$ cat src/rtl/core/crc32ab_pkg.sv
// Package: shared types, constants and the byte fold function for the CRC-32 block.
package crc32ab_pkg;

  localparam int unsigned DataW      = 8;
  localparam int unsigned CrcW       = 32;
  localparam int unsigned CountW     = 3;
  localparam logic [CountW-1:0] PreloadBytes = 3'd4;
  localparam logic [CrcW-1:0]   DefaultPoly  = 32'h04C1_1DB7;
  localparam logic [CrcW-1:0]   TopBit       = 32'h8000_0000;

  typedef struct packed {
    logic [DataW-1:0] data_byte;
    logic             last_byte;
  } req_t;

  typedef struct packed {
    logic [CrcW-1:0] crc_value;
    logic            short_message;
  } res_t;

  function automatic logic [CrcW-1:0] fold_byte(input logic [DataW-1:0] top,
                                                input logic [CrcW-1:0]  poly);
    logic [CrcW-1:0] v;
    v = {top, {(CrcW-DataW){1'b0}}};
    for (int k = 0; k < DataW; k++) begin
      if ((v & TopBit) != '0) begin
        v = {v[CrcW-2:0], 1'b0} ^ poly;
      end else begin
        v = {v[CrcW-2:0], 1'b0};
      end
    end
    return v;
  endfunction

endpackage

$ cat src/rtl/core/crc32ab_core.sv
// Module: CRC register, preload counter and per-byte update.
module crc32ab_core (
  input  logic                                clk_i,
  input  logic                                rst_ni,
  input  logic                                step_i,
  input  crc32ab_pkg::req_t                   req_i,
  input  logic [crc32ab_pkg::CrcW-1:0]        poly_i,
  output crc32ab_pkg::res_t                   res_o
);

  logic [crc32ab_pkg::CrcW-1:0]   crc_q, crc_d, crc_next;
  logic [crc32ab_pkg::CountW-1:0] count_q, count_d, count_next;
  logic                           preload;

  assign preload = (count_q < crc32ab_pkg::PreloadBytes);

  always_comb begin
    if (preload) begin
      crc_next   = {crc_q[crc32ab_pkg::CrcW-9:0], ~req_i.data_byte};
      count_next = count_q + 3'd1;
    end else begin
      crc_next   = {crc_q[crc32ab_pkg::CrcW-9:0], req_i.data_byte}
                   ^ crc32ab_pkg::fold_byte(crc_q[crc32ab_pkg::CrcW-1 -: 8], poly_i);
      count_next = count_q;
    end
  end

  always_comb begin
    res_o.short_message = (count_next < crc32ab_pkg::PreloadBytes);
    res_o.crc_value     = res_o.short_message ? '0 : ~crc_next;
  end

  always_comb begin
    crc_d   = crc_q;
    count_d = count_q;
    if (step_i) begin
      if (req_i.last_byte) begin
        crc_d   = '0;
        count_d = '0;
      end else begin
        crc_d   = crc_next;
        count_d = count_next;
      end
    end
  end

  always_ff @(posedge clk_i or negedge rst_ni) begin
    if (!rst_ni) begin
      crc_q   <= '0;
      count_q <= '0;
    end else begin
      crc_q   <= crc_d;
      count_q <= count_d;
    end
  end

endmodule

$ cat src/rtl/core/crc32_augmented_bytewise_top.sv
// Path: a last byte is registered in the input register, and its result in the result register.
// Throughput: one byte per cycle but for the stall below; the eight polynomial steps fold
// in combinational XOR logic. A full result register that is not taken holds a last byte
// in the input register, and that holds the input.
// Reset: asynchronous, active low; clears CRC register, byte count, valids, and loads
// the polynomial register with 0x04C11DB7.
module crc32_augmented_bytewise_top (
  input  logic        clk_i,
  input  logic        rst_ni,
  input  logic        cfg_we_i,
  input  logic [31:0] cfg_wdata_i,     // polynomial
  input  logic        s_axis_tvalid,
  output logic        s_axis_tready,
  input  logic [7:0]  s_axis_tdata,    // [7:0] data_byte
  input  logic        s_axis_tlast,
  output logic        m_axis_tvalid,
  input  logic        m_axis_tready,
  output logic [31:0] m_axis_tdata,    // [31:0] crc_value
  output logic        m_axis_tuser     // [0] short_message
);

  logic [crc32ab_pkg::CrcW-1:0] poly_q, poly_d;
  logic                         in_valid_q, in_valid_d;
  crc32ab_pkg::req_t            in_req_q, in_req_d;
  logic                         out_valid_q, out_valid_d;
  crc32ab_pkg::res_t            out_res_q, out_res_d;
  crc32ab_pkg::res_t            core_res;
  logic                         advance;
  logic                         in_take;

  assign advance = in_valid_q && (!in_req_q.last_byte || !out_valid_q || m_axis_tready);
  assign s_axis_tready = !in_valid_q || advance;
  assign in_take = s_axis_tvalid && s_axis_tready;

  assign poly_d = cfg_we_i ? cfg_wdata_i : poly_q;

  always_comb begin
    in_valid_d = in_valid_q;
    in_req_d   = in_req_q;
    if (in_take) begin
      in_valid_d         = 1'b1;
      in_req_d.data_byte = s_axis_tdata;
      in_req_d.last_byte = s_axis_tlast;
    end else if (advance) begin
      in_valid_d = 1'b0;
    end
  end

  crc32ab_core u_core (
    .clk_i  (clk_i),
    .rst_ni (rst_ni),
    .step_i (advance),
    .req_i  (in_req_q),
    .poly_i (poly_q),
    .res_o  (core_res)
  );

  always_comb begin
    out_valid_d = out_valid_q;
    out_res_d   = out_res_q;
    if (m_axis_tready) begin
      out_valid_d = 1'b0;
    end
    if (advance && in_req_q.last_byte) begin
      out_valid_d = 1'b1;
      out_res_d   = core_res;
    end
  end

  always_ff @(posedge clk_i or negedge rst_ni) begin
    if (!rst_ni) begin
      poly_q      <= crc32ab_pkg::DefaultPoly;
      in_valid_q  <= 1'b0;
      out_valid_q <= 1'b0;
    end else begin
      poly_q      <= poly_d;
      in_valid_q  <= in_valid_d;
      out_valid_q <= out_valid_d;
    end
  end

  always_ff @(posedge clk_i) begin
    in_req_q  <= in_req_d;
    out_res_q <= out_res_d;
  end

  assign m_axis_tvalid = out_valid_q;
  assign m_axis_tdata  = out_res_q.crc_value;
  assign m_axis_tuser  = out_res_q.short_message;

endmodule

$ cat config.mk
export PLATFORM = sky130hd
export DESIGN_NAME = crc32_augmented_bytewise_top
export DESIGN_NICKNAME = d
export VERILOG_FILES = /design/src/rtl/core/crc32ab_pkg.sv /design/src/rtl/core/crc32ab_core.sv /design/src/rtl/core/crc32_augmented_bytewise_top.sv
export SDC_FILE = /design/constraint.sdc
export NUM_CORES = 1
export LEC_CHECK = 0
export BUFFER_PORTS_ARGS = -buffer_cell sky130_fd_sc_hd__buf_2
export CAP_MARGIN = 20
export CELL_PAD_IN_SITES_DETAIL_PLACEMENT = 0
export CELL_PAD_IN_SITES_GLOBAL_PLACEMENT = 2
export CORE_ASPECT_RATIO = 1.75
export CORE_MARGIN = 8
export CORE_UTILIZATION = 39
export CTS_CLUSTER_SIZE = 16
export DETAILED_ROUTE_END_ITERATION = 8
export PLACE_DENSITY_LB_ADDON = 0.1
export SETUP_SLACK_MARGIN = 0.1
export SLEW_MARGIN = 40
export SYNTH_ARGS = -nofsm -noshare
export SYNTH_HDL_FRONTEND = slang
export SYNTH_SLANG_ARGS = --single-unit
export TNS_END_PERCENT = 5
$ cat constraint.sdc
create_clock -name clk_i -period 11.1 [get_ports clk_i]
set_input_delay 0 -clock clk_i [delete_from_list [all_inputs] [get_ports clk_i]]
set_output_delay 0 -clock clk_i [all_outputs]
set_load 0.005 [all_outputs]
==> impl_metrics.py <==
metrics = {
    "run_status": {
        "outcome": "finished, final reports clean",
    },
    "final_layout": {
        "n_fill_cell": 2366,
        "nNetsFinal": 1239,
        "area_growth_pct": 14.7,
        "multi_input_area_mm2": 0.00571,
        "diodes": 0,
        "seqCellArea_mm2": 0.00301,
        "drive_gt1_share_pct": 12.8,
    },
    "yosys": {
        "synth_cells": 1148,
        "async_flop_share_pct": 62.2,
        "synth_edf_count": 42,
        "ys_seq_area_share_pct": 32.7,
        "syn_avg_cell_area_um2": 8.01,
        "syn-cell-area_mm2": 0.00920,
        "ys.flop_type": "dfrtp_1",
        "ys_warn_count": 0,
        "ys_ff_latch": 111,
        "yosysMostFrequentCell": "nand2_1",
        "syn-num-nets": 1195,
        "synthTopCellsByArea": "xnor2_1, dfrtp_1, edfxtp_1",
        "synth.distinct_cells": 67,
        "synth_top_cell_by_area": "xnor2_1",
        "yosys.area.top_type_share_pct": 20.1,
        "synthTopCellsByCount": "nand2_1, xnor2_1, clkbuf_1",
    },
    "power_and_ir_drop": {
        "vdd_drop_max_mv": 0.151,
        "p_total_mw": 3.83,
        "cellPowerDensity_mw_per_mm2": 363,
        "leakage_nw": 3.84,
    },
    "die": {
        "core_mm2": 0.0232,
        "fp.dieH_um": 219,
        "rows": 74,
        "initial_utilization_pct": 39.6,
        "die_area_mm2": 0.0289,
        "die_w_um": 132,
        "ios": 81,
    },
    "clock_tree": {
        "cts_tree": "built",
        "htreeDepth": 3,
        "postCtsSetupBuffers": 0,
        "cts_root_buf": "clkbuf_16",
        "cts_sinks": 111,
        "cts_buffer_depth": 2,
        "cts_made_buffers": 9,
        "clock_latency_ps": 370,
        "cts.clk_slew.worst_paths_ps": 90,
    },
    "timing": {
        "relSlewSlack_pct": 47.1,
        "max_freq_ghz": 0.185,
        "finalWorstSetupSlack_ps": 5690,
        "setup_viol": 0,
        "drv_slew": 0,
        "tns_ps": 0,
        "skew_ps": 15.8,
        "rsz0062_at_grt": "no",
        "hold_viol": 0,
        "fin_crit_sh_pct": 48.7,
        "worst_pin_slew_ps": 792,
        "fin_hold_ws_ps": 118,
        "layout_min_cycle_time_ps": 5410,
    },
    "drt": {
        "postRouteAntennaNets": 0,
        "dr.first_iter.drc_count": 440,
        "first_pass_iters": 5,
        "viasPerCell": 5.18,
        "wire_per_inst_um": 18.1,
        "drt_wl_total_mm": 27.1,
        "drcViolationCount": 0,
        "num_vias": 7774,
    },
    "global_routing": {
        "grt-ovfl-total": 0,
        "grt_first_pass_wirelength_mm": 43.4,
        "grt_use_met2_pct": 35.3,
        "grt_max_degree": 78,
        "grt_antenna_before_repair": 0,
        "use_met1_pct": 22.2,
        "grt_util_all_layers_pct": 19.0,
        "grt_busiest_layer": "met2",
        "use_met3_pct": 2.50,
        "grt_pass1_vias": 7610,
    },
    "placed_design": {
        "portBuffers": 80,
        "place_congestion": 0.858,
        "place.detailed.hpwl_mm": 19.1,
        "dp_slack_ps": 5690,
    },
    "worst_setup_path": {
        "crit_path_end_kind": "flip-flop",
        "path_class": "flip-flop to flip-flop",
        "required_ps": 11190,
        "crit_arrival_ps": 5500,
        "crit_fanout": 31,
        "startpoint_type": "flip-flop",
    },
    "hold_path": {
        "min_path_type": "input port to async pin",
    },
    "run": {
        "max_cap_viol_count": 0,
    },
}
## cells by family (layout without fill, tap and decap cells)
| kind of cell | count (synthesis) | after routing | synth area share (%) |
|---|---|---|---|
| adder cells (fa/ha/maj) | 1 | 1 | 0.136 |
| flip-flops | 111 | 111 | 32.7 |
| multiplexers | 9 | 9 | 0.979 |
| AO/OA/AOI/OAI | 185 | 185 | 13.6 |
| XOR/XNOR | 249 | 249 | 24.3 |
| buffers and inverters | 141 | 190 | 6.26 |
| AND/OR/NAND/NOR | 452 | 452 | 22.1 |
## worst max-delay path: stages, from the launching register on
cell and delay [ps]:
dfrtp_1 780, inv_1 260, o311a_4 450, or4_1 560, a2111oi_2 410, o31ai_1 150, and3_1 280, or4_1 430
o221a_2 170, a21oi_4 650, o21ai_0 240, xnor2_1 500, xnor2_1 180, o21ai_1 70
## through the flow
| step | instances | util (%) | area [um2] |
|---|---|---|---|
| 2_1_floorplan | 1148 | - | 9200 |
| 3_3_place_gp | 1437 | 41.7 | 9700 |
| 3_5_place_dp | 1440 | 42.1 | 9770 |
| 4_1_cts | 1501 | 45.4 | 10500 |
| 5_1_grt | 1501 | 45.4 | 10500 |
| 6_report | 1501 | 45.4 | 10500 |
## cells in the final DEF, fill, tap and decap left out, drive strengths merged, types with 7 or more instances in the layout
cell type    instances
a211oi               7
a21oi               15
a32oi               25
buf                 94
clkbuf              10
dfrtp               55
dfstp               14
dlygate4sd3         45
edfxtp              42
inv                 37
mux2i                9
nand2              254
nand3               35
nand3b              25
nor2                71
nor3                 7
nor4                28
o21a                10
o21ai               93
xnor2              212
xor2                35
## area by class of cell
type | instances | area share (%)
flip-flops and latches | 111 | 28.5
multi-input cells | 896 | 54.2
clock inverters | 6 | 0.724
repair buffers | 139 | 9.46
clock buffers | 10 | 2.27
inverters | 35 | 1.25
well taps | 304 | 3.61
## what timing repair did
action / CTS / global route
hold endpoints to repair: 60 / 0
resized for setup: 0 / 0
hold buffers: 45 / 0
## report_power, final
part	internal [mW]	switching [mW]
registers	0.528	0.127
logic	1.21	1.61
clock network	0.186	0.174
## path summary, 6_finish.rpt
check,start,endpoint,slack (ps),cells past startpoint
worst max-delay path,poly_q[30]$_DFFE_PN0P_,m_axis_tdata[13]$_SDFFCE_PP0P_,5690,13
worst min-delay path,rst_ni,poly_q[6]$_DFFE_PN0P_,120,2
worst max register to register,poly_q[30]$_DFFE_PN0P_,m_axis_tdata[13]$_SDFFCE_PP0P_,5690,13
worst min register to register,u_core.count_q[1]$_DFFE_PN0P_,u_core.count_q[1]$_DFFE_PN0P_,520,2
max in group asynchronous,rst_ni,poly_q[16]$_DFFE_PN1P_,10060,3
min in group clk_i,cfg_we_i,poly_q[8]$_DFFE_PN1P_,120,3
## registers in the layout (all words and copies together) (netlist names)
| register | count |
|---|---|
| m_axis_tdata | 32 |
| poly_q | 32 |
| u_core.crc_q | 32 |
| in_req_q | 9 |
| u_core.count_q | 3 |
| in_valid_q | 1 |
| m_axis_tuser | 1 |
| m_axis_tvalid | 1 |
## layer usage
layer | up-vias | part of all wire, % | wire, um
met5 | - | 0 | 0
met4 | 0 | 1.2 | 328
met3 | 15 | 2.8 | 748
met2 | 125 | 53 | 14500
met1 | 3728 | 43 | 11600
li1 | 3906 | - | -
No activity file was read; power rests on OpenSTA's default activity.
